**config.mk**
```make
export PLATFORM = sky130hd
export DESIGN_NAME = dkf_search
export DESIGN_NICKNAME = d
export VERILOG_FILES = /design/src/hw/rtl/dkf_pkg.sv /design/src/hw/rtl/dkf_search.sv
export SDC_FILE = /design/constraint.sdc
export NUM_CORES = 1
export LEC_CHECK = 0
export BUFFER_PORTS_ARGS = -buffer_cell sky130_fd_sc_hd__clkbuf_2
export CAP_MARGIN = 30
export CORE_MARGIN = 2
export CORE_UTILIZATION = 26
export CTS_BUF_LIST = sky130_fd_sc_hd__clkbuf_2
export CTS_CLUSTER_SIZE = 24
export DETAILED_ROUTE_END_ITERATION = 8
export GPL_TIMING_DRIVEN = 1
export PLACE_DENSITY = 0.51
export SYNTH_ARGS = -nofsm -noshare
export SYNTH_HDL_FRONTEND = slang
export SYNTH_SLANG_ARGS = --single-unit
```
**constraint.sdc**
```tcl
create_clock -name i_clk -period 2.26 [get_ports i_clk]
set_clock_uncertainty 0.05 [all_clocks]
set_input_delay 0.452 -clock i_clk [delete_from_list [all_inputs] [get_ports i_clk]]
set_output_delay 0.452 -clock i_clk [all_outputs]
set_load 0.01 [all_outputs]
```
**src/hw/rtl/dkf_pkg.sv**
```systemverilog
// Shared widths, constants and the result record type of the distinct key filter.
package dkf_pkg;

    localparam int KEY_W         = 32;
    localparam int LEN_W         = 32;
    localparam int COUNT_W       = 9;
    localparam int COUNT_MAX     = 511;
    localparam int DEPTH_DEFAULT = 256;

    // One result record as handed from the search sequencer to the output stage
    typedef struct packed {
        logic [KEY_W-1:0]   offset;
        logic [LEN_W-1:0]   length;
        logic               kept;
        logic [COUNT_W-1:0] count;
        logic               overflow;
        logic               last;
    } t_result;

endpackage

```
**src/hw/rtl/dkf_search.sv**
```systemverilog
// Search sequencer: linear scan of the seen table with one shared key comparator.
module dkf_search #(
    parameter int TABLE_DEPTH = dkf_pkg::DEPTH_DEFAULT
) (
    input  logic                    i_clk,
    input  logic                    i_rst_n,
    // input item
    input  logic                    i_in_valid,
    output logic                    o_in_ready,
    input  logic [dkf_pkg::KEY_W-1:0] i_key,
    input  logic [dkf_pkg::LEN_W-1:0] i_len,
    input  logic                    i_last,
    // result toward the output stage
    output logic                    o_res_valid,
    input  logic                    i_res_ready,
    output dkf_pkg::t_result        o_res,
    // table memory
    output logic                    o_rd_en,
    output logic [$clog2(TABLE_DEPTH)-1:0] o_rd_addr,
    input  logic [dkf_pkg::KEY_W-1:0] i_rd_data,
    output logic                    o_wr_en,
    output logic [$clog2(TABLE_DEPTH)-1:0] o_wr_addr,
    output logic [dkf_pkg::KEY_W-1:0] o_wr_data
);
    import dkf_pkg::*;

    localparam int ADDR_W = $clog2(TABLE_DEPTH);
    localparam int CNT_W  = $clog2(TABLE_DEPTH + 1);
    localparam int SAT_W  = (CNT_W > COUNT_W) ? CNT_W : COUNT_W;

    localparam logic [1:0] S_IDLE   = 2'd0;
    localparam logic [1:0] S_SEARCH = 2'd1;
    localparam logic [1:0] S_FIN    = 2'd2;

    logic [1:0]       r_state, n_state;
    logic [CNT_W-1:0] r_count, n_count;
    logic [CNT_W-1:0] r_idx, n_idx;
    logic             r_chk, n_chk;
    logic             r_found, n_found;
    logic [KEY_W-1:0] r_key;
    logic [LEN_W-1:0] r_len;
    logic             r_last;

    logic             more;
    logic             hit;
    logic             room;
    logic             insert;
    logic [CNT_W-1:0] count_new;
    logic [SAT_W-1:0] count_wide;
    logic [COUNT_W-1:0] count_sat;

    // Scan status and shared comparator
    assign more   = (r_idx < r_count);
    assign hit    = r_chk && (i_rd_data == r_key);
    assign room   = (r_count < CNT_W'(TABLE_DEPTH));
    assign insert = !r_found && room;

    // Count after this item, clipped to the field width
    always_comb begin
        count_new  = insert ? r_count + CNT_W'(1) : r_count;
        count_wide = SAT_W'(count_new);
        count_sat  = (count_wide > SAT_W'(COUNT_MAX)) ? COUNT_W'(COUNT_MAX)
                                                      : count_wide[COUNT_W-1:0];
    end

    // Sequencer
    always_comb begin
        n_state = r_state;
        n_count = r_count;
        n_idx   = r_idx;
        n_chk   = 1'b0;
        n_found = r_found;
        o_rd_en = 1'b0;
        o_wr_en = 1'b0;
        case (r_state)
            S_IDLE: begin
                if (i_in_valid) begin
                    n_idx   = '0;
                    n_found = 1'b0;
                    n_state = S_SEARCH;
                end
            end
            S_SEARCH: begin
                if (hit) begin
                    n_found = 1'b1;
                    n_state = S_FIN;
                end else if (!more && !r_chk) begin
                    n_state = S_FIN;
                end else if (more) begin
                    o_rd_en = 1'b1;
                    n_chk   = 1'b1;
                    n_idx   = r_idx + CNT_W'(1);
                end
            end
            S_FIN: begin
                if (i_res_ready) begin
                    o_wr_en = insert;
                    n_count = r_last ? '0 : count_new;
                    n_state = S_IDLE;
                end
            end
            default: begin
                n_state = S_IDLE;
            end
        endcase
    end

    // Control registers
    always_ff @(posedge i_clk) begin
        if (!i_rst_n) begin
            r_state <= S_IDLE;
            r_count <= '0;
            r_idx   <= '0;
            r_chk   <= 1'b0;
            r_found <= 1'b0;
        end else begin
            r_state <= n_state;
            r_count <= n_count;
            r_idx   <= n_idx;
            r_chk   <= n_chk;
            r_found <= n_found;
        end
    end

    // Item capture
    always_ff @(posedge i_clk) begin
        if (r_state == S_IDLE && i_in_valid) begin
            r_key  <= i_key;
            r_len  <= i_len;
            r_last <= i_last;
        end
    end

    assign o_in_ready = (r_state == S_IDLE);
    assign o_rd_addr  = r_idx[ADDR_W-1:0];
    assign o_wr_addr  = r_count[ADDR_W-1:0];
    assign o_wr_data  = r_key;

    // Result record
    assign o_res_valid    = (r_state == S_FIN);
    assign o_res.offset   = r_key;
    assign o_res.length   = r_len;
    assign o_res.kept     = !r_found;
    assign o_res.count    = count_sat;
    assign o_res.overflow = !r_found && !room;
    assign o_res.last     = r_last;

    // Checks
    a_count_range: assert property (@(posedge i_clk) disable iff (!i_rst_n)
        r_count <= CNT_W'(TABLE_DEPTH))
        else $error("stored count above table depth");

    a_over_kept: assert property (@(posedge i_clk) disable iff (!i_rst_n)
        (o_res_valid && o_res.overflow) |-> o_res.kept)
        else $error("overflow on a repeated key");

    a_list_clear: assert property (@(posedge i_clk) disable iff (!i_rst_n)
        (r_state == S_FIN && i_res_ready && r_last) |=> (r_count == '0))
        else $error("table count not cleared after end of list");

    a_write_room: assert property (@(posedge i_clk) disable iff (!i_rst_n)
        o_wr_en |-> (room && o_res_valid))
        else $error("table write without room");

endmodule

```
==> reports/metrics.yaml, run 1 <==
cts:
  cts_tree: "yes"
  cts_buffer_depth: 2
  clkLatencyLatePin_ns: 0.55
  cts_buffers: 9
  htreeDepth: 3
  clkSinkCount: 87
  cts-root-buf: "clkbuf_2"
  clk_pin_slew_ns: 0.26
worst_setup_path:
  worst-setup-path-type: "reg -> out"
  start_kind: "flop"
  cp_slowest_stage_delay_ns: 0.47
  setup.worst_path.start: "o_wr_data[19]$_DFFE_PP_"
  end_kind: "output pin"
  critPathMaxFanout: 2
  rr_startpoint: "r_count[6]$_SDFFE_PN0P_"
  arrival_ns: 2.34
  worstPathRequired_ns: 1.76
  worstPathCellList: "xor2_1 > nor4_2 > buf_4 > nand4_1 > nor3_2 > or2_4 > inv_4 > clkbuf_2"
  critPathTopFamily: "simple AND/OR/NAND/NOR gates"
  cpMaxStageDelayCell: "edfxtp_1"
  path_buf_inv: 3
worst_hold_path:
  min_from: "i_res_ready"
  hold_class: "in -> reg"
synthesis:
  synth_top_flop_cell: "edfxtp_1"
  synth_nets: 440
  synth_area_um2: 4020
  ys_types: 37
  yosysSeqAreaShare: 0.596
  synth_top_area_frac: 0.486
  synth_seq_cells: 87
  ys_async_sr_fraction: 0
  synth.top_cells.by_area: "edfxtp_1, dfxtp_1, buf_4"
  synth_cells: 329
  avgSynthCellArea_um2: 12.2
  synth_top_cell_by_area: "edfxtp_1"
  synth_edf_count: 65
  ys_warn_count: 0
floorplanning:
  dieArea_um2: 16500
  fp.coreArea_um2: 15100
  initial_core_util: 0.265
  dieWidth_um: 128
  rows: 45
  io_pins: 229
  die_h_um: 128
sta:
  setup_viol: 17
  hold_viol: 0
  max_clock_freq_mhz: 352
  relSlewSlack: 0.597
  whs_ns: 0.128
  period_minus_slack_ns: 2.84
  grt_setup_unrepaired: "true"
  worstMarginPinSlew_ns: 0.602
  final.setup.worst_slack_ns: -0.578
  fin_crit_sh: 1.26
  drv_slew: 0
cells_and_area:
  final_cell_mix: "clkbuf_2, dlygate4sd3_1, edfxtp_1"
  fill_cells: 1418
  layout.cells.most_common: "clkbuf_2"
  nNetsFinal: 770
  stdcell_count: 853
  layout-drive-gt1-share: 0.590
  areaGrowthSynthToFinish_pct: 71.6
  fin_util: 0.455
grt:
  grt_pass1_wl_um: 19200
  grt_max_degree: 51
  grt_pass1_vias: 3910
  track_usage: 0.151
  overflow: 0
  antenna_found_initial: 1
pwr:
  total_power_mw: 3.30
  p_leak_nw: 3.19
  max-vdd-ir-drop_mv: 0.351
  p_per_area_nw_per_um2: 480
outcome:
  status: "finished with violations"
  violations: "negative setup slack"
routing:
  drc: 0
  ant_nets: 0
  drtIter0Drc: 94
  vias: 3680
  first_pass_iters: 4
  wl_per_cell_um: 14.8
  viasPerCell: 4.31
  routed_wl_um: 12600
placement:
  portBuffers: 228
  place_congestion: 0.864
  place_hpwl_um: 8690
  dp_cells: 740
run:
  cap_violations: 0
logic make-up after synthesis:
logic type | Yosys count | share of synthesized area
AOI/OAI and AO/OA | 34 | 0.0555
xor gates and xnor gates | 39 | 0.0851
adders and majority gates | 10 | 0.0312
buffers and inverters | 68 | 0.112
DFF | 87 | 0.596
muxes | 4 | 0.00997
and+or+nand+nor | 87 | 0.110
metrics by stage:
stage	setup TNS, ns	instance area [µm²]	setup slack, ns
6_report	-2.94	6890	-0.578
3_3_place_gp	-2.33	5430	-0.256
4_1_cts	-2.90	6730	-0.713
5_1_grt	-5.58	6890	-0.793
2_1_floorplan	-0.0194	4070	-0.0194
3_5_place_dp	-2.33	5430	-0.271
power breakdown:
part,switching [mW],internal [mW]
Clock,0.575,0.266
Combinational,0.285,0.307
Sequential,0.0493,1.82
Total,0.910,2.39
worst reg2reg max path: cells and delay by family, from the launching register on:
family                   cells  cell delay (ns)
adder cells (fa/ha/maj)      1             0.25
flip-flops                   1             0.39
buffers and inverters        4             0.42
AO/OA/AOI/OAI                4             0.68
AND/OR/NAND/NOR              3             0.75
final timing paths:
check / cells after the start / slack (ns) / endpoint
worst max-delay path: 8 / -0.58 / o_rd_en
worst min-delay path: 3 / 0.13 / r_state[1]$_SDFFE_PN0P_
worst max register to register: 12 / -0.31 / r_idx[7]$_SDFFE_PN0P_
worst min register to register: 1 / 0.47 / r_state[0]$_SDFFE_PN0P_
metal layers:
metal | up-vias | GRT usage | share of wire
met5 | - | 0 | 0
met4 | 0 | 0.0601 | 0.014
met3 | 14 | 0.0501 | 0.074
met2 | 145 | 0.259 | 0.51
met1 | 1734 | 0.174 | 0.41
li1 | 1787 | - | -
synth_stat cells (all sizes together) (2+ instances only):
master / n
dfxtp: 22
nand2b: 2
nor4: 7
inv: 13
ha: 10
xnor2: 7
buf: 51
nand3: 17
and2: 4
a22oi: 8
and3: 5
nand4: 5
or4: 2
nor2: 22
xor2: 32
nand2: 11
a211oi: 2
a21oi: 12
clkbuf: 4
nor3: 6
edfxtp: 65
a31oi: 4
mux2i: 4
o21ai: 3
cell type report:
type	instances	area (µm²)	share of cell area
Antenna cell	1	2.50	0.000363
Clock buffer	10	50.0	0.00726
Clock inverter	6	67.6	0.00980
Inverter	13	60.1	0.00871
Multi-Input combinational cell	174	1540	0.223
Sequential cell	87	2410	0.350
Tap cell	188	235	0.0341
Timing Repair Buffer	374	2520	0.366
state kept, by name, indices dropped and copies added (netlist names):
register and flops:
o_wr_data 32, r_len 32, r_count 9, r_idx 9
r_state 2, r_chk 1, r_found 1, r_last 1
what timing repair did:
action | CTS | global route
hold buffers | 65 | 0
endpoints found under the hold margin | 65 | 0
setup endpoints to repair | 21 | 22
pin swaps | 22 | 23
setup buffers | 34 | 8
gates resized for setup | 77 | 40
(Power assumes the default switching activity.)
==> run 2, diff against run 1 <==
--- a/config.mk
+++ b/config.mk
@@ -5,6 +5,7 @@
 export SDC_FILE = /design/constraint.sdc
 export NUM_CORES = 1
 export LEC_CHECK = 0
+export ABC_AREA = 1
 export BUFFER_PORTS_ARGS = -buffer_cell sky130_fd_sc_hd__clkbuf_2
 export CAP_MARGIN = 30
 export CORE_MARGIN = 2
@@ -13,7 +14,7 @@
 export CTS_CLUSTER_SIZE = 24
 export DETAILED_ROUTE_END_ITERATION = 8
 export GPL_TIMING_DRIVEN = 1
-export PLACE_DENSITY = 0.51
+export PLACE_DENSITY = 0.5
 export SYNTH_ARGS = -nofsm -noshare
 export SYNTH_HDL_FRONTEND = slang
 export SYNTH_SLANG_ARGS = --single-unit
==> reports/metrics.yaml, run 2 <==
pwr:
  p_switching_mw: 1.17
  sw_frac_of_total: 0.305
  p_leak_nw: 3.22
  power.internal_mw: 2.67
  max-vdd-ir-drop_mv: 0.436
  p_seq_frac: 0.514
  clkPwrFrac: 0.256
  p_per_area_nw_per_um2: 571
  p_comb_frac: 0.231
sta:
  worstMarginPinSlew_ns: 0.547
  hold_viol: 0
  relSlewSlack: 0.635
  grt_setup_unrepaired: "true"
  fin_crit_sh: 1.14
  drv_slew: 0
  setup_viol: 10
  period_minus_slack_ns: 2.57
  final.setup.worst_slack_ns: -0.307
  max_clock_freq_mhz: 390
cells_and_area:
  areaGrowthSynthToFinish_pct: 55.5
  layout.cells.most_common: "clkbuf_2"
  fill_cells: 1603
  stdcell_count: 980
  postLayoutCellArea_um2: 6720
  layout-drive-gt1-share: 0.441
  multiInputGateArea_um2: 1440
  ff_latch_area_um2: 2410
  nNetsFinal: 865
  final_cell_mix: "clkbuf_2, nand2_1, inv_1"
cts:
  cts_tree: "yes"
  clk_pin_slew_ns: 0.26
  clkLatencyLatePin_ns: 0.58
  cts_buffers: 9
  clkSinkCount: 87
  cts_buffer_depth: 2
  htreeDepth: 3
  cts-root-buf: "clkbuf_2"
worst_setup_path:
  worstPathRequired_ns: 1.76
  rr_worst_depth: 12
  worstPathCellList: "inv_1 > ha_1 > nand2_1 > nor3_1 > nand2_1 > nand3_2 > inv_2 > nand3_4 > inv_2 > buf_6"
  critPathMaxFanout: 4
  cpMaxStageDelayCell: "dfxtp_2"
  start_kind: "flop"
  worst-setup-path-type: "reg -> out"
  critPathTopFamily: "simple AND/OR/NAND/NOR gates"
  cp_slowest_stage_delay_ns: 0.44
  arrival_ns: 2.07
  path_buf_inv: 4
  end_kind: "output pin"
  rr_startpoint: "r_count[3]$_SDFFE_PN0P_"
  regToRegEndpoint: "r_idx[6]$_SDFFE_PN0P_"
  rrSetupSlack_ns: 0.34
routing:
  ant_nets: 0
  vias: 3963
  wl_per_cell_um: 12.6
  drtIter0Drc: 137
  viasPerCell: 4.04
  routed_wl_um: 12300
  drc: 0
  first_pass_iters: 5
placement:
  portBuffers: 228
  placed_area_um2: 5480
  place_congestion: 0.802
  dp_cells: 873
  place_hpwl_um: 9040
floorplanning:
  die_h_um: 133
  io_pins: 229
  fp.coreArea_um2: 16400
  dieWidth_um: 133
  rows: 47
  initial_core_util: 0.263
  dieArea_um2: 17700
synthesis:
  synth_edf_count: 65
  synth_cells: 462
  avgSynthCellArea_um2: 9.35
  synth.top_cells.by_area: "edfxtp_1, dfxtp_1, nand2_1"
  synth_nets: 573
  yosysSeqAreaShare: 0.554
  ys_async_sr_fraction: 0
  ys_types: 30
  synth_seq_cells: 87
  synth_top_area_frac: 0.452
  synth_most_common_cell: "nand2_1"
  synth_area_um2: 4320
  ys_warn_count: 0
  synth_top_flop_cell: "edfxtp_1"
  synth_common_cells: "nand2_1, inv_1, edfxtp_1, buf_4, nor2_1"
  synth_top_cell_by_area: "edfxtp_1"
grt:
  grt_pass1_wl_um: 19600
  track_usage: 0.141
  grt_max_degree: 41
  antenna_found_initial: 1
  grt_pass1_vias: 4070
  overflow: 0
worst_hold_path:
  min_from: "i_rst_n"
  min_to: "r_state[1]$_SDFFE_PN0P_"
  hold_depth: 3
  hold_class: "in -> reg"
outcome:
  violations: "negative setup slack"
  status: "finished with violations"
run:
  cap_violations: 0
[run 2: cell count changes in the layout (fill, tap and decap cells not counted), sizes merged, moves of 7 or more]
cell / previous run / this run
buf: 90 / 49
nor2: 22 / 45
o21ai: 3 / 11
xor2: 32 / 10
a22oi: 8 / 1
a21oi: 12 / 19
nor4: 7 / 0
inv: 14 / 75
nand2: 11 / 113
[run 2: power by group through the flow]
stage                     clock, mW  combinational, mW  sequential, mW
final                         0.980              0.885            1.97
after global routing           1.09              0.989            1.99
after CTS                      1.03              0.885            1.97
after detailed placement          0              0.773            2.01
after global placement            0              0.769            2.01
after floorplan                   0              0.440            2.05
[run 2: cell families after synthesis]
family / Yosys count / synth area share
and+or+nand+nor: 187 / 0.184
buffers and inverters: 126 / 0.156
DFF: 87 / 0.554
AOI/OAI and AO/OA: 35 / 0.0434
xor gates and xnor gates: 17 / 0.0345
adders and majority gates: 10 / 0.0290
[run 2: worst max path at each step]
stage	from	to	slack [ns]	cells after the start
after detailed placement	i_rd_data[26]	o_rd_en	0.20	12
final	r_count[3]$_SDFFE_PN0P_	o_rd_en	-0.31	10
after global placement	i_rd_data[5]	o_rd_en	0.21	10
after CTS	o_wr_data[23]$_DFFE_PP_	o_rd_en	-0.39	11
after global routing	o_wr_data[26]$_DFFE_PP_	o_rd_en	-0.51	11
after floorplan	i_in_valid	o_wr_data[0]$_DFFE_PP_	0.13	2
[run 2: through the flow]
| stage | setup TNS (ns) | total power, mW | util | worst slack, ns | hold slack [ns] |
|---|---|---|---|---|---|
| 2_1_floorplan | 0 | 2.49 | - | 0.133 | 0.422 |
| 3_3_place_gp | 0 | 2.78 | 0.334 | 0.212 | 0.434 |
| 3_5_place_dp | 0 | 2.78 | 0.334 | 0.197 | 0.451 |
| 4_1_cts | -1.36 | 3.89 | 0.399 | -0.395 | 0.0273 |
| 5_1_grt | -3.24 | 4.07 | 0.410 | -0.511 | 0.0341 |
| 6_report | -1.31 | 3.84 | 0.410 | -0.307 | 0.109 |
[run 2: per-layer routing]
layer	part of all wire	GRT usage	vias to the layer above
li1	-	-	2000
met2	0.51	0.251	152
met3	0.072	0.0375	13
met1	0.40	0.158	1798
met4	0.018	0.0621	0
met5	0	0	-
[run 2: area by class of cell]
type / instances / share of cell area
Inverter: 73 / 0.0417
Clock buffer: 9 / 0.00670
Timing Repair Buffer: 334 / 0.322
Clock inverter: 7 / 0.0153
Tap cell: 220 / 0.0410
Multi-Input combinational cell: 249 / 0.215
Antenna cell: 1 / 0.000372
Sequential cell: 87 / 0.358
[run 2: worst register-to-register path: stages, from the launching register on]
cell	delay, ns
dfxtp_2	0.44
inv_1	0.12
ha_1	0.29
nand2_1	0.07
o21ai_0	0.09
nand2_1	0.08
nand3_2	0.09
inv_2	0.07
nand3_4	0.06
buf_4	0.16
nand2_4	0.14
nand2_1	0.09
a21oi_1	0.13
[run 2: repair_timing]
action / 4_1_cts / 5_1_grt
pin swaps: 11 / 19
buffers inserted: 15 / 13
hold buffers: 65 / 0
endpoints found under the hold margin: 65 / 0
gates resized for setup: 46 / 31
setup endpoints to repair: 9 / 11
